<file path="src/hdl/two_integer_line_command_parser_defines.svh">
// ----------------------------------------------------------------------------
// Two-integer line command parser: assertion macros
// Shared concurrent assertion forms, clocked on clk and disabled in reset.
// ----------------------------------------------------------------------------
`ifndef TWO_INTEGER_LINE_COMMAND_PARSER_DEFINES_SVH
`define TWO_INTEGER_LINE_COMMAND_PARSER_DEFINES_SVH

`ifndef SYNTHESIS

// Same-cycle implication.
`define TILCP_ASSERT(label, ante, cons, msg) \
    label: assert property (@(posedge clk) disable iff (!rst_n) (ante) |-> (cons)) \
        else $error(msg);

// Next-cycle implication.
`define TILCP_ASSERT_NEXT(label, ante, cons, msg) \
    label: assert property (@(posedge clk) disable iff (!rst_n) (ante) |=> (cons)) \
        else $error(msg);

`else

`define TILCP_ASSERT(label, ante, cons, msg)
`define TILCP_ASSERT_NEXT(label, ante, cons, msg)

`endif

`endif

</file>
<file path="src/hdl/tilcp_pkg.sv">
// ----------------------------------------------------------------------------
// Two-integer line command parser package
// Character codes, command format between front and back, shared sizes.
// ----------------------------------------------------------------------------
package tilcp_pkg;

    localparam int DEFAULT_LINE_LIMIT = 30;

    localparam logic [7:0] CHAR_NUL     = 8'd0;
    localparam logic [7:0] CHAR_TAB     = 8'd9;
    localparam logic [7:0] CHAR_NEWLINE = 8'd10;
    localparam logic [7:0] CHAR_CR      = 8'd13;
    localparam logic [7:0] CHAR_SPACE   = 8'd32;
    localparam logic [7:0] CHAR_PLUS    = 8'd43;
    localparam logic [7:0] CHAR_MINUS   = 8'd45;
    localparam logic [7:0] CHAR_ZERO    = 8'd48;
    localparam logic [7:0] CHAR_NINE    = 8'd57;

    localparam int CMD_QUEUE_DEPTH = 2;
    localparam int CMD_PTR_W       = (CMD_QUEUE_DEPTH > 1) ? $clog2(CMD_QUEUE_DEPTH) : 1;
    localparam int CMD_CNT_W       = $clog2(CMD_QUEUE_DEPTH + 1);

    localparam int VALUE_W  = 32;
    localparam int OUT_DATA_W = 72;

    typedef enum logic [2:0] {
        CMD_SPACE,
        CMD_SIGN,
        CMD_DIGIT,
        CMD_WS,
        CMD_OTHER,
        CMD_EOL
    } cmd_kind_t;

    // arg: digit value, sign negative in bit 0, or line overflow in bit 0.
    typedef struct packed {
        cmd_kind_t  kind;
        logic [3:0] arg;
    } cmd_t;

    typedef enum logic [1:0] {
        PH_SKIP,
        PH_SIGN,
        PH_DIGITS,
        PH_DONE
    } phase_t;

endpackage

</file>
<file path="src/hdl/tilcp_front.sv">
// ----------------------------------------------------------------------------
// Front end
// Accepts bytes, enforces the line limit and the zero-byte text end, and
// turns each parsable byte into a command for the back end.
// ----------------------------------------------------------------------------
module tilcp_front
    import tilcp_pkg::*;
#(
    parameter int LINE_LIMIT = DEFAULT_LINE_LIMIT
)
(
    input  logic       clk,
    input  logic       rst_n,
    input  logic       s_tvalid,
    output logic       s_tready,
    input  logic [7:0] s_tdata,   // rx_byte[7:0]
    input  logic       queue_full,
    output logic       push,
    output cmd_t       cmd
);

    localparam int CNT_W = $clog2(LINE_LIMIT + 1);
    localparam logic [CNT_W-1:0] LIMIT = CNT_W'(LINE_LIMIT);

    logic [CNT_W-1:0] count_reg;
    logic [CNT_W-1:0] count_next;
    logic             overflow_reg;
    logic             overflow_next;
    logic             ended_reg;
    logic             ended_next;
    logic             accept;
    logic             cmd_valid;
    logic [7:0]       digit_value;

    assign s_tready    = !queue_full;
    assign accept      = s_tvalid && s_tready;
    assign digit_value = s_tdata - CHAR_ZERO;
    assign push        = accept && cmd_valid;

    always_comb
    begin
        count_next    = count_reg;
        overflow_next = overflow_reg;
        ended_next    = ended_reg;
        cmd_valid     = 1'b0;
        cmd.kind      = CMD_OTHER;
        cmd.arg       = 4'd0;
        if (s_tdata == CHAR_NEWLINE)
        begin
            cmd_valid     = 1'b1;
            cmd.kind      = CMD_EOL;
            cmd.arg       = {3'd0, overflow_reg};
            count_next    = '0;
            overflow_next = 1'b0;
            ended_next    = 1'b0;
        end
        else if (count_reg >= LIMIT)
        begin
            overflow_next = 1'b1;
        end
        else
        begin
            count_next = count_reg + 1'b1;
            if (!ended_reg)
            begin
                if (s_tdata == CHAR_NUL)
                begin
                    ended_next = 1'b1;
                end
                else
                begin
                    cmd_valid = 1'b1;
                    if (s_tdata == CHAR_SPACE)
                    begin
                        cmd.kind = CMD_SPACE;
                    end
                    else if (s_tdata == CHAR_PLUS || s_tdata == CHAR_MINUS)
                    begin
                        cmd.kind = CMD_SIGN;
                        cmd.arg  = {3'd0, s_tdata == CHAR_MINUS};
                    end
                    else if (s_tdata >= CHAR_ZERO && s_tdata <= CHAR_NINE)
                    begin
                        cmd.kind = CMD_DIGIT;
                        cmd.arg  = digit_value[3:0];
                    end
                    else if (s_tdata >= CHAR_TAB && s_tdata <= CHAR_CR)
                    begin
                        cmd.kind = CMD_WS;
                    end
                    else
                    begin
                        cmd.kind = CMD_OTHER;
                    end
                end
            end
        end
    end

    always_ff @(posedge clk or negedge rst_n)
    begin
        if (!rst_n)
        begin
            count_reg    <= '0;
            overflow_reg <= 1'b0;
            ended_reg    <= 1'b0;
        end
        else if (accept)
        begin
            count_reg    <= count_next;
            overflow_reg <= overflow_next;
            ended_reg    <= ended_next;
        end
    end

endmodule

</file>
<file path="src/hdl/tilcp_cmd_fifo.sv">
// ----------------------------------------------------------------------------
// Command queue
// Short register queue between front and back end.
// ----------------------------------------------------------------------------
`include "two_integer_line_command_parser_defines.svh"

module tilcp_cmd_fifo
    import tilcp_pkg::*;
(
    input  logic clk,
    input  logic rst_n,
    input  logic push,
    input  cmd_t push_cmd,
    output logic full,
    input  logic pop,
    output logic not_empty,
    output cmd_t head
);

    localparam logic [CMD_PTR_W-1:0] LAST_PTR = CMD_PTR_W'(CMD_QUEUE_DEPTH - 1);
    localparam logic [CMD_CNT_W-1:0] DEPTH    = CMD_CNT_W'(CMD_QUEUE_DEPTH);

    cmd_t                 entry_reg [CMD_QUEUE_DEPTH];
    logic [CMD_PTR_W-1:0] wr_ptr_reg;
    logic [CMD_PTR_W-1:0] wr_ptr_next;
    logic [CMD_PTR_W-1:0] rd_ptr_reg;
    logic [CMD_PTR_W-1:0] rd_ptr_next;
    logic [CMD_CNT_W-1:0] count_reg;
    logic [CMD_CNT_W-1:0] count_next;

    assign full      = (count_reg == DEPTH);
    assign not_empty = (count_reg != '0);
    assign head      = entry_reg[rd_ptr_reg];

    always_comb
    begin
        wr_ptr_next = wr_ptr_reg;
        rd_ptr_next = rd_ptr_reg;
        count_next  = count_reg;
        if (push)
        begin
            wr_ptr_next = (wr_ptr_reg == LAST_PTR) ? '0 : wr_ptr_reg + 1'b1;
        end
        if (pop)
        begin
            rd_ptr_next = (rd_ptr_reg == LAST_PTR) ? '0 : rd_ptr_reg + 1'b1;
        end
        if (push && !pop)
        begin
            count_next = count_reg + 1'b1;
        end
        else if (pop && !push)
        begin
            count_next = count_reg - 1'b1;
        end
    end

    always_ff @(posedge clk or negedge rst_n)
    begin
        if (!rst_n)
        begin
            wr_ptr_reg <= '0;
            rd_ptr_reg <= '0;
            count_reg  <= '0;
        end
        else
        begin
            wr_ptr_reg <= wr_ptr_next;
            rd_ptr_reg <= rd_ptr_next;
            count_reg  <= count_next;
        end
    end

    always_ff @(posedge clk)
    begin
        if (push)
        begin
            entry_reg[wr_ptr_reg] <= push_cmd;
        end
    end

    `TILCP_ASSERT(a_count_bound, 1'b1, count_reg <= DEPTH, "command queue count out of range")
    `TILCP_ASSERT(a_pop_nonempty, pop, count_reg != '0, "command popped from empty queue")
    `TILCP_ASSERT(a_push_space, push, count_reg != DEPTH, "command pushed into full queue")

endmodule

</file>
<file path="src/hdl/tilcp_back.sv">
// ----------------------------------------------------------------------------
// Back end
// Executes commands: token tracking, atoi conversion of the first two
// tokens, and the registered result stage on end of line.
// ----------------------------------------------------------------------------
`include "two_integer_line_command_parser_defines.svh"

module tilcp_back
    import tilcp_pkg::*;
(
    input  logic                  clk,
    input  logic                  rst_n,
    input  logic                  cmd_valid,
    input  cmd_t                  cmd,
    output logic                  pop,
    output logic                  m_tvalid,
    input  logic                  m_tready,
    output logic [OUT_DATA_W-1:0] m_tdata   // first_value[31:0], second_value[63:32],
                                            // tokens_found[65:64], line_too_long[66]
);

    logic [1:0]         tn_reg;
    logic [1:0]         tn_next;
    logic               in_token_reg;
    logic               in_token_next;
    phase_t             phase_reg;
    phase_t             phase_next;
    logic               neg_reg;
    logic               neg_next;
    logic [VALUE_W-1:0] acc1_reg;
    logic [VALUE_W-1:0] acc1_next;
    logic [VALUE_W-1:0] acc2_reg;
    logic [VALUE_W-1:0] acc2_next;

    logic               out_valid_reg;
    logic               out_valid_next;
    logic [VALUE_W-1:0] out_first_reg;
    logic [VALUE_W-1:0] out_second_reg;
    logic [1:0]         out_tokens_reg;
    logic               out_long_reg;

    logic               is_eol;
    logic               is_char;
    logic               starting;
    logic [1:0]         tn_eff;
    phase_t             phase_eff;
    logic               neg_eff;
    logic               active;
    logic               do_digit;
    logic [VALUE_W-1:0] acc_sel;
    logic [VALUE_W-1:0] scaled;
    logic [VALUE_W-1:0] digit_ext;
    logic [VALUE_W-1:0] acc_new;
    logic               load_out;

    assign is_eol   = (cmd.kind == CMD_EOL);
    assign is_char  = (cmd.kind == CMD_SIGN) || (cmd.kind == CMD_DIGIT) ||
                      (cmd.kind == CMD_WS) || (cmd.kind == CMD_OTHER);
    assign pop      = cmd_valid && (!is_eol || !out_valid_reg || m_tready);
    assign load_out = pop && is_eol;

    // A non-space byte outside a token opens a new one before it is parsed.
    assign starting  = !in_token_reg;
    assign tn_eff    = (starting && tn_reg != 2'd3) ? tn_reg + 2'd1 : tn_reg;
    assign phase_eff = starting ? PH_SKIP : phase_reg;
    assign neg_eff   = starting ? 1'b0 : neg_reg;
    assign active    = (tn_eff == 2'd1) || (tn_eff == 2'd2);
    assign do_digit  = pop && active && (cmd.kind == CMD_DIGIT) && (phase_eff != PH_DONE);

    assign acc_sel   = (tn_eff == 2'd2) ? acc2_reg : acc1_reg;
    assign scaled    = (acc_sel << 3) + (acc_sel << 1);
    assign digit_ext = {{(VALUE_W - 4){1'b0}}, cmd.arg};
    assign acc_new   = neg_eff ? scaled - digit_ext : scaled + digit_ext;

    // Conversion phase of the current token.
    always_comb
    begin
        phase_next = phase_reg;
        if (pop && is_eol)
        begin
            phase_next = PH_SKIP;
        end
        else if (pop && is_char)
        begin
            phase_next = phase_eff;
            if (active)
            begin
                case (phase_eff)
                    PH_SKIP:
                    begin
                        case (cmd.kind)
                            CMD_SIGN:  phase_next = PH_SIGN;
                            CMD_DIGIT: phase_next = PH_DIGITS;
                            CMD_OTHER: phase_next = PH_DONE;
                            default:   phase_next = PH_SKIP;
                        endcase
                    end
                    PH_SIGN,
                    PH_DIGITS:
                    begin
                        phase_next = (cmd.kind == CMD_DIGIT) ? PH_DIGITS : PH_DONE;
                    end
                    default:
                    begin
                        phase_next = PH_DONE;
                    end
                endcase
            end
        end
    end

    always_comb
    begin
        tn_next       = tn_reg;
        in_token_next = in_token_reg;
        neg_next      = neg_reg;
        acc1_next     = acc1_reg;
        acc2_next     = acc2_reg;
        if (pop)
        begin
            case (cmd.kind)
                CMD_EOL:
                begin
                    tn_next       = 2'd0;
                    in_token_next = 1'b0;
                    neg_next      = 1'b0;
                    acc1_next     = '0;
                    acc2_next     = '0;
                end
                CMD_SPACE:
                begin
                    in_token_next = 1'b0;
                end
                default:
                begin
                    tn_next       = tn_eff;
                    in_token_next = 1'b1;
                    neg_next      = neg_eff;
                    if (active && phase_eff == PH_SKIP && cmd.kind == CMD_SIGN)
                    begin
                        neg_next = cmd.arg[0];
                    end
                    if (do_digit && tn_eff == 2'd1)
                    begin
                        acc1_next = acc_new;
                    end
                    if (do_digit && tn_eff == 2'd2)
                    begin
                        acc2_next = acc_new;
                    end
                end
            endcase
        end
    end

    always_comb
    begin
        if (load_out)
        begin
            out_valid_next = 1'b1;
        end
        else if (m_tready)
        begin
            out_valid_next = 1'b0;
        end
        else
        begin
            out_valid_next = out_valid_reg;
        end
    end

    always_ff @(posedge clk or negedge rst_n)
    begin
        if (!rst_n)
        begin
            tn_reg        <= 2'd0;
            in_token_reg  <= 1'b0;
            phase_reg     <= PH_SKIP;
            neg_reg       <= 1'b0;
            acc1_reg      <= '0;
            acc2_reg      <= '0;
            out_valid_reg <= 1'b0;
        end
        else
        begin
            tn_reg        <= tn_next;
            in_token_reg  <= in_token_next;
            phase_reg     <= phase_next;
            neg_reg       <= neg_next;
            acc1_reg      <= acc1_next;
            acc2_reg      <= acc2_next;
            out_valid_reg <= out_valid_next;
        end
    end

    always_ff @(posedge clk)
    begin
        if (load_out)
        begin
            out_first_reg  <= acc1_reg;
            out_second_reg <= acc2_reg;
            out_tokens_reg <= (tn_reg == 2'd3) ? 2'd2 : tn_reg;
            out_long_reg   <= cmd.arg[0];
        end
    end

    assign m_tvalid = out_valid_reg;
    assign m_tdata  = {{(OUT_DATA_W - 2 * VALUE_W - 3){1'b0}}, out_long_reg, out_tokens_reg,
                       out_second_reg, out_first_reg};

    `TILCP_ASSERT_NEXT(a_eol_shows, load_out, out_valid_reg, "line end did not load a result")
    `TILCP_ASSERT_NEXT(a_eol_clears, load_out, tn_reg == 2'd0 && !in_token_reg,
                       "line end did not clear token state")
    `TILCP_ASSERT(a_no_overwrite, out_valid_reg && !m_tready, !load_out,
                  "result overwritten while stalled")

endmodule

</file>
<file path="src/hdl/two_integer_line_command_parser.sv">
// ----------------------------------------------------------------------------
// Two-integer line command parser
// Parses the first two signed decimal tokens of each text line.
// ----------------------------------------------------------------------------
// Usage:
// Text bytes enter on the s_tvalid/s_tready/s_tdata stream, one item per
// byte. Each newline produces one result item on m_tvalid/m_tready/m_tdata
// holding both integers, the token count and the line-too-long flag; other
// bytes produce no result.
// One byte is accepted every cycle while the command queue is not full.
// The front end classifies a byte in the cycle it is accepted and pushes
// its command into a two-entry command queue; the back end executes each
// command from the queue head and loads the result register on a newline.
// When the receiver stalls, the result is held in the output register and
// the back end stops only at the next newline; bytes keep being accepted
// until the command queue fills, then s_tready drops.
// Reset clears all line state, the queue and the output valid flag; the
// block is ready as soon as reset is released.
// Bytes beyond LINE_LIMIT on a line are dropped and flag the result.
// ----------------------------------------------------------------------------
module two_integer_line_command_parser
    import tilcp_pkg::*;
#(
    parameter int LINE_LIMIT = DEFAULT_LINE_LIMIT
)
(
    input  logic                  clk,
    input  logic                  rst_n,
    input  logic                  s_tvalid,
    output logic                  s_tready,
    input  logic [7:0]            s_tdata,   // rx_byte[7:0]
    output logic                  m_tvalid,
    input  logic                  m_tready,
    output logic [OUT_DATA_W-1:0] m_tdata    // first_value[31:0], second_value[63:32],
                                             // tokens_found[65:64], line_too_long[66]
);

    logic push;
    cmd_t push_cmd;
    logic queue_full;
    logic pop;
    logic queue_not_empty;
    cmd_t head_cmd;

    tilcp_front #(
        .LINE_LIMIT (LINE_LIMIT)
    ) u_front (
        .clk        (clk),
        .rst_n      (rst_n),
        .s_tvalid   (s_tvalid),
        .s_tready   (s_tready),
        .s_tdata    (s_tdata),
        .queue_full (queue_full),
        .push       (push),
        .cmd        (push_cmd)
    );

    tilcp_cmd_fifo u_queue (
        .clk       (clk),
        .rst_n     (rst_n),
        .push      (push),
        .push_cmd  (push_cmd),
        .full      (queue_full),
        .pop       (pop),
        .not_empty (queue_not_empty),
        .head      (head_cmd)
    );

    tilcp_back u_back (
        .clk       (clk),
        .rst_n     (rst_n),
        .cmd_valid (queue_not_empty),
        .cmd       (head_cmd),
        .pop       (pop),
        .m_tvalid  (m_tvalid),
        .m_tready  (m_tready),
        .m_tdata   (m_tdata)
    );

endmodule
</file>
<file path="config.mk">
export PLATFORM = sky130hd
export DESIGN_NAME = two_integer_line_command_parser
export DESIGN_NICKNAME = d
export VERILOG_FILES = /design/src/hdl/tilcp_pkg.sv /design/src/hdl/tilcp_front.sv /design/src/hdl/tilcp_cmd_fifo.sv /design/src/hdl/tilcp_back.sv /design/src/hdl/two_integer_line_command_parser.sv
export VERILOG_INCLUDE_DIRS = /design/src /design/src/hdl
export SDC_FILE = /design/constraint.sdc
export NUM_CORES = 1
export LEC_CHECK = 0
export BUFFER_PORTS_ARGS = -buffer_cell sky130_fd_sc_hd__clkbuf_2
export CAP_MARGIN = 20
export CORE_MARGIN = 2
export CORE_UTILIZATION = 30
export CTS_BUF_LIST = sky130_fd_sc_hd__clkbuf_8 sky130_fd_sc_hd__clkbuf_16
export DETAILED_ROUTE_END_ITERATION = 10
export PLACE_DENSITY = 0.51
export SLEW_MARGIN = 30
export SYNTH_ARGS = -nofsm -noshare
export SYNTH_HDL_FRONTEND = slang
export SYNTH_SLANG_ARGS = --single-unit
</file>
<file path="constraint.sdc">
create_clock -name clk -period 6 [get_ports clk]
set_input_delay 0.3 -clock clk [delete_from_list [all_inputs] [get_ports clk]]
set_output_delay 0.3 -clock clk [all_outputs]
set_load 0.005 [all_outputs]
</file>
# Yosys cells after proc, flatten, opt, wreduce, memory -nomap -nowiden
# Memories as Yosys holds them, arrays and structs flattened.
# Index checks and enable logic that the tools add are counted.
dict set report totals {
  reg_bits 149
  latchBits 0
  ramBits 14
  mem_bits_ro 0
  in_bits 12
  out_inout_bits 74
  wordCells 148
  memories 1
}
# name words width read_ports rd_ports_with_merged_regs wr line_no
set mem_list {}
lappend mem_list {u_queue.entry_reg 2 7 1 0 1 tilcp_cmd_fifo.sv:23} ;# cmd_t entry_reg [CMD_QUEUE_DEPTH];
dict set report classes {
  addsub 10
  mul 0
  div_mod_pow 0
  order_cmp 5
  eq_ne 18
  n_shift 0
  n_mux 49
  n_bitwise 1
  reduce_logical 47
}
# cell n
set ops {}
lappend ops {{$pmux W32 S2} 2}
lappend ops {{$mux W32} 3}
lappend ops {{$mux W7} 5}
lappend ops {{$add A32 B32 Y32} 1}
lappend ops {{$add A32 B4 Y32} 1}
lappend ops {{$sub A32 B4 Y32} 1}
lappend ops {{$mux W31} 1}
lappend ops {{$eq A8 B6 Y1 const B} 3}
lappend ops {{$mux W1} 20}
lappend ops {{$logic_and A1 B1 Y1} 17}
lappend ops {{$mux W2} 7}
lappend ops {{$reduce_bool A2 Y1} 7}
lappend ops {{$mux W5} 2}
lappend ops {{$mux W3} 3}
lappend ops {{$eq A2 B2 Y1 const B} 4}
lappend ops {{$eq A8 B4 Y1 const B} 1}
lappend ops {{$ge A8 B4 Y1 const B} 1}
lappend ops {{$ge A8 B6 Y1 const B} 1}
lappend ops {{$le A8 B4 Y1 const B} 1}
lappend ops {{$le A8 B6 Y1 const B} 1}
lappend ops {{$logic_not A8 Y1} 1}
lappend ops {{$mux W4} 2}
lappend ops {{$pmux W2 S2} 2}
lappend ops {{$logic_or A1 B1 Y1} 7}
lappend ops {{21 further kinds} 36}

# Depth between registers and ports, before layout
# Gate-level depths: netlist of the first run.
# An unclocked memory read counts as a cell.
dict set report depth {
  ltp_word 12
  mapped_depth 26
  mapped_depth_nobuf 20
}

# Cells and area by module
# Synthesis of the first run repeated with hierarchy kept, for this count alone.
dict set report hier_totals {
  hier_cells 1138
  area_unflattened_um2 11044.3
}
# module instances cells_each area_each_um2 seq_area_each_um2
set modules_own_cells {}
lappend modules_own_cells {tilcp_back 1 1020 9640.5 3788.6}
lappend modules_own_cells {tilcp_cmd_fifo 1 38 724.4 520.5}
lappend modules_own_cells {tilcp_front 1 80 679.4 175.2}

# Worst setup path before layout of the first run
# No wires, ideal clock.
dict set report synth_timing {
  kind {flip-flop to flip-flop}
  from {register u_back.tn_reg[0]}
  to {register u_back.acc2_reg[29]}
  setup_time_ps 124
  arrival_time_ps 5864
  t_required_ps 5876
  slack_ps 12
  path_stages_with_launch 26
  cell_sequence {dfrtp_1 ha_1 nor2_1 xnor2_1 ha_1 buf_6 buf_6 buf_6 buf_6 buf_4 buf_1 mux2_2 ha_1 fa_1 a21oi_1 o32a_1 a2111o_1 and3_4 o21ai_0 o311ai_1 and3_1 clkbuf_1 and4_1 a32oi_1 nor4b_1 a211o_1}
}
dict set report synth_via {
  elab_chain_len 11
  word_cells_on_any_way 20
  classes_between {add/sub: 4; eq/ne: 3; mux: 5; reduce/logical: 8}
}
# element line_no
set synth_lines {}
lappend synth_lines {{from (decl)} tilcp_back.sv:22} ;# logic [1:0] tn_reg;
lappend synth_lines {{from (signal assigned)} tilcp_back.sv:186} ;# tn_reg <= tn_next;
lappend synth_lines {{branches (longest 2 deep; another with $add A2 B1 Y2)} n/a}
lappend synth_lines {{$mux W2 *} tilcp_back.sv:64} ;# assign tn_eff = (starting && tn_reg != 2'd3) ? tn_reg + 2'd1 : tn_reg;
lappend synth_lines {{branches (longest 8 deep; another with $add A32 B32 Y32)} n/a}
lappend synth_lines {{to (signal assigned)} tilcp_back.sv:191} ;# acc2_reg <= acc2_next;
lappend synth_lines {{to (decl)} tilcp_back.sv:32} ;# logic [VALUE_W-1:0] acc2_reg;
# Every way passes the cells marked *. The select of a mux whose other input is x is not followed.
# A chain may end at the register's enable or synchronous reset.

# Worst setup path in the final report of the first run
dict set report layout_timing {
  from {register u_back.tn_reg[0]}
  to {register u_back.acc1_reg[26]}
}
dict set report layout_via {
  elab_chain_len 11
  word_cells_on_any_way 20
  classes_between {add/sub: 4; eq/ne: 3; mux: 5; reduce/logical: 8}
}
# element line_no
set layout_lines {}
lappend layout_lines {{branches (longest 2 deep; another with $add A2 B1 Y2)} n/a}
lappend layout_lines {{$mux W2 *} tilcp_back.sv:64}
lappend layout_lines {{branches (longest 8 deep; another with $add A32 B32 Y32)} n/a}
lappend layout_lines {{to (signal assigned)} tilcp_back.sv:190} ;# acc1_reg <= acc1_next;
lappend layout_lines {{to (decl)} tilcp_back.sv:30} ;# logic [VALUE_W-1:0] acc1_reg;
# Marks and branches as above.

==> results of run 1 <==
[power breakdown]
part,leakage [nW],switching (mW),internal (mW),total [mW]
logic,2.70,3.15,1.84,4.99
clock network,0.288,0.437,0.615,1.05
registers,1.83,0.330,1.62,1.95
[logic make-up after synthesis]
logic type / after synthesis / share of synthesized area, %
adder cells (fa/ha/maj): 44 / 5.36
XOR/XNOR: 71 / 6.08
AO/OA/AOI/OAI: 281 / 19.0
other: 1 / 0.0356
flip-flops: 163 / 42.5
buffers and inverters: 84 / 3.64
multiplexers: 52 / 5.33
AND/OR/NAND/NOR: 371 / 18.0
[what timing repair did]
action	CTS	global route
hold buffers	1	0
endpoints found under the setup margin	0	19
setup buffers	0	1
resized for setup	0	12
endpoints found under the hold margin	19	0
[through the flow]
step | area (sq um) | util [%] | worst slack [ps] | total power, mW
3_5_place_dp | 11500 | 33.2 | 214 | 6.83
3_3_place_gp | 11500 | 33.2 | 345 | 6.81
5_1_grt | 12100 | 35.1 | 41.5 | 8.62
4_1_cts | 12000 | 34.9 | 190 | 7.92
2_1_floorplan | 10600 | - | 12.3 | 5.44
6_report | 12100 | 35.1 | 371 | 7.99
[placed cells by master (no fill, tap or decap), types with 6 or more instances in the layout]
cell type  count
clkbuf_16     17
o21bai_1       7
nand2_1      128
and2_1        15
nor3_1        22
o21ai_0       61
o211ai_1      15
ha_1          37
edfxtp_1      81
o22ai_1        6
and3_1         8
or2_2          7
nor2b_1       10
a21oi_1       41
nand4_1       27
nor4_1        14
nor2_1        55
xnor2_1       45
o21ai_1        7
mux2i_1       19
inv_1         29
o211a_1        7
dfrtp_1       82
a21o_1         9
a211oi_1       6
nand2b_1       7
o2111ai_1      8
xor2_1        24
buf_4         30
clkbuf_2      79
a22o_1        14
o31ai_1       26
mux2_2        30
or3_1         12
nand3_1       27
a31oi_1       11
o21a_1        12
[worst paths after layout]
check | startpoint | endpoint | slack (ps) | cells past startpoint
max in group asynchronous | rst_n | u_back.acc1_reg[20] | 4590 | 3
min reg2reg | u_back.acc1_reg[31] | u_back.out_first_reg[31] | 470 | 0
max | u_back.tn_reg[0] | u_back.acc1_reg[26] | 370 | 21
min | s_tvalid | u_front.overflow_reg | 130 | 3
max reg2reg | u_back.tn_reg[0] | u_back.acc1_reg[26] | 370 | 21
min in group asynchronous | rst_n | u_back.acc1_reg[7] | 290 | 2
[metal layers]
layer | vias to the layer above | track usage (%) | part of all wire, %
met4 | 0 | 4.53 | 1.6
li1 | 4147 | - | -
met2 | 208 | 25.4 | 45
met5 | - | 0 | 0
met1 | 4204 | 23.5 | 49
met3 | 29 | 2.75 | 4.4
[layout make-up]
class | instances | share of cell area (%)
timing repair buffer | 110 | 5.20
clock buffer | 18 | 3.62
sequential | 163 | 37.0
multi-input combinational | 824 | 47.7
tap | 455 | 4.70
inverter | 25 | 0.774
clock inverter | 14 | 1.04
[tightest hold or removal path, stage by stage]
cell and delay [ps]:
clkbuf_2 90, nand3_1 70, a21oi_1 60
==> run summary, run 1 <==
outcome: completed
yosys warns: 0
CP Cell Sequence: ha_1, nor2_2, mux2i_2, inv_1, ha_4, mux2i_4, inv_1, ha_1, fa_1, a21oi_1, o32a_1, a2111o_1, buf_4, nand4_1, nand3_2, a2111oi_4, nand4_1, or4_1, or3_4, o21a_1, o211ai_1
Global Route Usage Sum: 16.4%
clk sinks: 163
Area Growth Syn to Fin: 14.9%
Skew-Pair Late Insertion Delay: 430 ps
TritonRoute pass-1 iters: 5
H-tree lvl count: 4
antenna cells: 0
Die Footprint: 0.0367 sq mm
largest cells by area after synthesis: edfxtp_1 23%, dfrtp_1 19%, nand2_1 4.6%, ha_1 4.5%, xnor2_1 3.8%
most common cell in the netlist: nand2_1
skew final: 9.61 ps
Synth cell types: 94
worst endpoint data arrival time: 5970 ps
Max-Cap Viols: 0
CTS tree: yes
f_max: 0.178 GHz
largest net degree at the start of global routing: 64
leakage power: 4.81 nW
Post-synth EDFFs: 81
DP Wirelength: 22600 microns
Yosys top cell area share: 23.1%
Non-Filler Instances: 1609
clk buf depth: 2
Die Y: 191 microns
Async S/R FF share, synth: 50.3%
slew at the pin closest to its max-slew limit: 909 ps
Period Utilization, post-route: 93.8%
crit-path max cell delay: 600 ps
clock slew at reported path FFs: 60 ps
CP top delay family: compound AO/OA/AOI/OAI gates
Final Hold Viols: 0
number of global-route vias before repair: 8240
Routed WL: 29400 microns
Crit Path Category: reg -> reg
Mapped Cells: 1067
Ports: 86
# fillers: 3538
DRT antenna net count: 0
Seq cells post-synth: 163
Crit-path slowest cell: or4_1
Fin Hold WS: 125 ps
placed cell count: 1575
RSZ-0062 raised after global routing: no
via count: 8588
initial core utilization: 30.5%
critical path startpoint category: flop
CTS Buf Count: 17
grt ovf: 0
IO buf count: 80
Worst IR Drop VDD: 0.000201 V
syn avg cell area: 9.88 sq um
total core area: 0.0345 sq mm
layout cells sized above 1: 18.0%
Die Span X: 191 microns
Post-Synthesis Cell Area: 0.0105 sq mm
Worst Path Buf+Inv: 3
GPL Wtd Cong: 0.880
Initial DRC Count: 609
initial antenna violation count: 0
Synth Flop Type: dfrtp_1
Slew HR: 39.2%
leading area contributor after synthesis: edfxtp_1
DRC viols: 0
Max Slew Vio Count: 0
Power Dens Cells: 659 mW/mm^2
first-pass GRT wire length: 46700 microns
Seq/Total Area, Yosys: 42.5%
Hold Path Class: in -> reg
FP Rows: 68
Crit Path Max Fanout: 8
Critical Path RT: 6340 ps
setup TNS: 0 ps
register area: 0.00448 sq mm
Tmin final: 5630 ps
CTS root buf: clkbuf_16
Setup crit end kind: flop
vias per inst: 5.34
final setup fails: 0
Commonest cells post-synth: 128 x nand2_1, 82 x dfrtp_1, 81 x edfxtp_1
Multi-input gate area: 0.00577 sq mm
Final nets: 1194
Wirelength per Cell: 18.3 microns
Note: power is estimated with default switching activity, not from simulation.
==> run 2: changes to the inputs <==
--- a/config.mk
+++ b/config.mk
@@ -12,7 +12,7 @@
 export CORE_UTILIZATION = 30
 export CTS_BUF_LIST = sky130_fd_sc_hd__clkbuf_8 sky130_fd_sc_hd__clkbuf_16
 export DETAILED_ROUTE_END_ITERATION = 10
-export PLACE_DENSITY = 0.51
+export PLACE_DENSITY = 0.5
 export SLEW_MARGIN = 30
 export SYNTH_ARGS = -nofsm -noshare
 export SYNTH_HDL_FRONTEND = slang
==> constraint.sdc (replaced) <==
create_clock -name clk -period 6.5 [get_ports clk]
set_input_delay 0.325 -clock clk [delete_from_list [all_inputs] [get_ports clk]]
set_output_delay 0.325 -clock clk [all_outputs]
set_load 0.005 [all_outputs]
==> run 2 against run 1 <==
Net effect: final cell count fell by 0.37%; routed wire length grew 1.3%; maximum frequency down 5.5%; die area stayed put; clock-buffer cell count rose by 1; first-iteration DRC count rose by 15%; clock power about the same; combinational power fell by 8.4%.
==> run summary, run 2 (synthesis results as in run 1) <==
outcome: completed
commonest non-fill, non-tap cell in the layout: nand2_1
hold depth: 3 (unchanged)
antenna cells: 0 (unchanged)
Ports: 86 (unchanged)
Worst IR Drop VDD: 0.000187 V (-6.9%)
critical path startpoint category: flop
initial antenna violation count: 0 (unchanged)
total core area: 0.0345 sq mm (unchanged)
DRC viols: 0 (unchanged)
Final Core Density: 34.9% (-0.13 points)
initial core utilization: 30.5% (unchanged)
CTS Buf Count: 17 (unchanged)
largest net degree at the start of global routing: 68 (+6.3%)
Die Footprint: 0.0367 sq mm (unchanged)
Die Span X: 191 microns (unchanged)
Final Hold Viols: 0 (unchanged)
Tmin final: 5960 ps (+330 ps)
clk buf depth: 2 (unchanged)
CTS tree: yes
TritonRoute pass-1 iters: 5 (unchanged)
clk sinks: 163 (unchanged)
Crit Path Category: reg -> reg
Initial DRC Count: 700 (+15%)
skew final: 13.4 ps (+3.75 ps)
clock slew at reported path FFs: 70 ps (about the same)
worst-case reg-to-reg path depth: 18 (-14%)
Worst Path Buf+Inv: 1 (-2)
Fin Hold WS: 168 ps (+42.2 ps)
layout cells sized above 1: 17.3% (-0.69 points)
Slew HR: 46.8% (+7.6 points)
grt ovf: 0 (unchanged)
Levels on crit path: 18 (-14%)
final setup fails: 0 (unchanged)
IO buf count: 80 (unchanged)
H-tree lvl count: 4 (unchanged)
FP Rows: 68 (unchanged)
first-pass GRT wire length: 46900 microns (+0.37%)
worst endpoint data arrival time: 6310 ps (+340 ps)
DRT antenna net count: 0 (unchanged)
number of global-route vias before repair: 8141 (-1.2%)
Crit Path Max Fanout: 19 (+11)
Tot Pwr: 7.39 mW (-7.4%)
crit-path max cell delay: 600 ps (about the same)
Period Utilization, post-route: 91.7% (-2.1 points)
Setup crit end kind: flop
vias per inst: 5.33 (about the same)
Die Y: 191 microns (unchanged)
Max Slew Vio Count: 0 (unchanged)
setup TNS: 0 ps (unchanged)
# fillers: 3566 (+0.79%)
via count: 8550 (-0.44%)
Wirelength per Cell: 18.6 microns (+1.6%)
Final nets: 1188 (-0.50%)
leakage power: 4.80 nW (-0.35%)
slew at the pin closest to its max-slew limit: 788 ps (-121 ps)
Hold Path Class: in -> reg
commonest cells after routing, fill and taps aside: 128 x nand2_1, 82 x dfrtp_1, 81 x edfxtp_1
Critical Path RT: 6860 ps (+520 ps)
Skew-Pair Late Insertion Delay: 440 ps (about the same)
RSZ-0062 raised after global routing: no
DP Wirelength: 22900 microns (+1.1%)
CP Cell Sequence: ha_1, nor2_1, xnor2_1, ha_4, mux2i_1, inv_1, ha_1, a21oi_1, nand3_1, a21oi_2, o21ai_2, xnor2_1, a2111oi_4, nand4_1, or4_1, or3_4, o21a_1, o211ai_1
f_max: 0.168 GHz (-5.5%)
Routed WL: 29800 microns (+1.3%)
Global Route Usage Sum: 16.6% (+0.21 points)
Power Dens Cells: 612 mW/mm^2 (-7.1%)
GPL Wtd Cong: 0.880 (about the same)
Area Growth Syn to Fin: 14.5%
CTS root buf: clkbuf_16
Crit-path slowest cell: or4_1
setup bufs post-CTS: 0 (unchanged)
CP top delay family: compound AO/OA/AOI/OAI gates
Max-Cap Viols: 0 (unchanged)
[run 2: cell types whose count changed in the layout (fill, tap and decap cells not counted), moves of 2 or more]
cell,before,now
clkinv_4,1,3
inv_6,1,4
inv_1,29,25
buf_4,30,22
clkinvlp_4,2,0
mux2i_1,19,21
[run 2: worst min-delay path: stages]
cell and delay, ps:
clkbuf_2 90, nand3_1 80, a21oi_1 60
[run 2: path summary, 6_finish.rpt]
| kind | startpoint | endpoint | slack [ps] |
|---|---|---|---|
| min in group asynchronous | rst_n | u_back.acc2_reg[6] | 300 |
| min reg2reg | u_back.phase_reg[0] | u_back.phase_reg[0] | 480 |
| max | u_back.tn_reg[0] | u_back.acc1_reg[26] | 540 |
| max reg2reg | u_back.tn_reg[0] | u_back.acc1_reg[26] | 540 |
| min | s_tvalid | u_front.overflow_reg | 170 |
| max in group asynchronous | rst_n | u_back.acc2_reg[28] | 5280 |
[run 2: per-layer routing]
metal | GRT usage [%] | wire length [microns]
met5 | 0 | 0
met4 | 4.62 | 443
met2 | 25.9 | 13600
met3 | 3.38 | 1410
met1 | 23.3 | 14400
[run 2: power by group]
group	internal [mW]	switching (mW)	leakage (nW)	total [mW]
Clock	0.593	0.430	0.300	1.02
Combinational	1.66	2.91	2.67	4.57
Sequential	1.50	0.306	1.83	1.80
[run 2: what timing repair did]
item,in CTS,in global routing
hold endpoints to repair,15,0
setup endpoints to repair,0,14
gates resized for setup,0,1
hold buffers,1,0
[run 2: stage by stage]
stage	setup WS, ps	cell area (sq um)	instances
2_1_floorplan	512	10600	1071
3_3_place_gp	491	11400	1569
3_5_place_dp	462	11400	1569
4_1_cts	424	12000	1602
5_1_grt	23.6	12100	1603
6_report	541	12100	1603
[run 2: cell type report]
type	count	area (sq um)	share of cell area, %
multi-input cells	824	5720	47.3
flip-flops and latches	163	4480	37.1
repair buffers	104	609	5.05
well taps	455	569	4.72
clock buffers	19	453	3.75
clock inverters	13	148	1.22
inverters	25	93.8	0.777
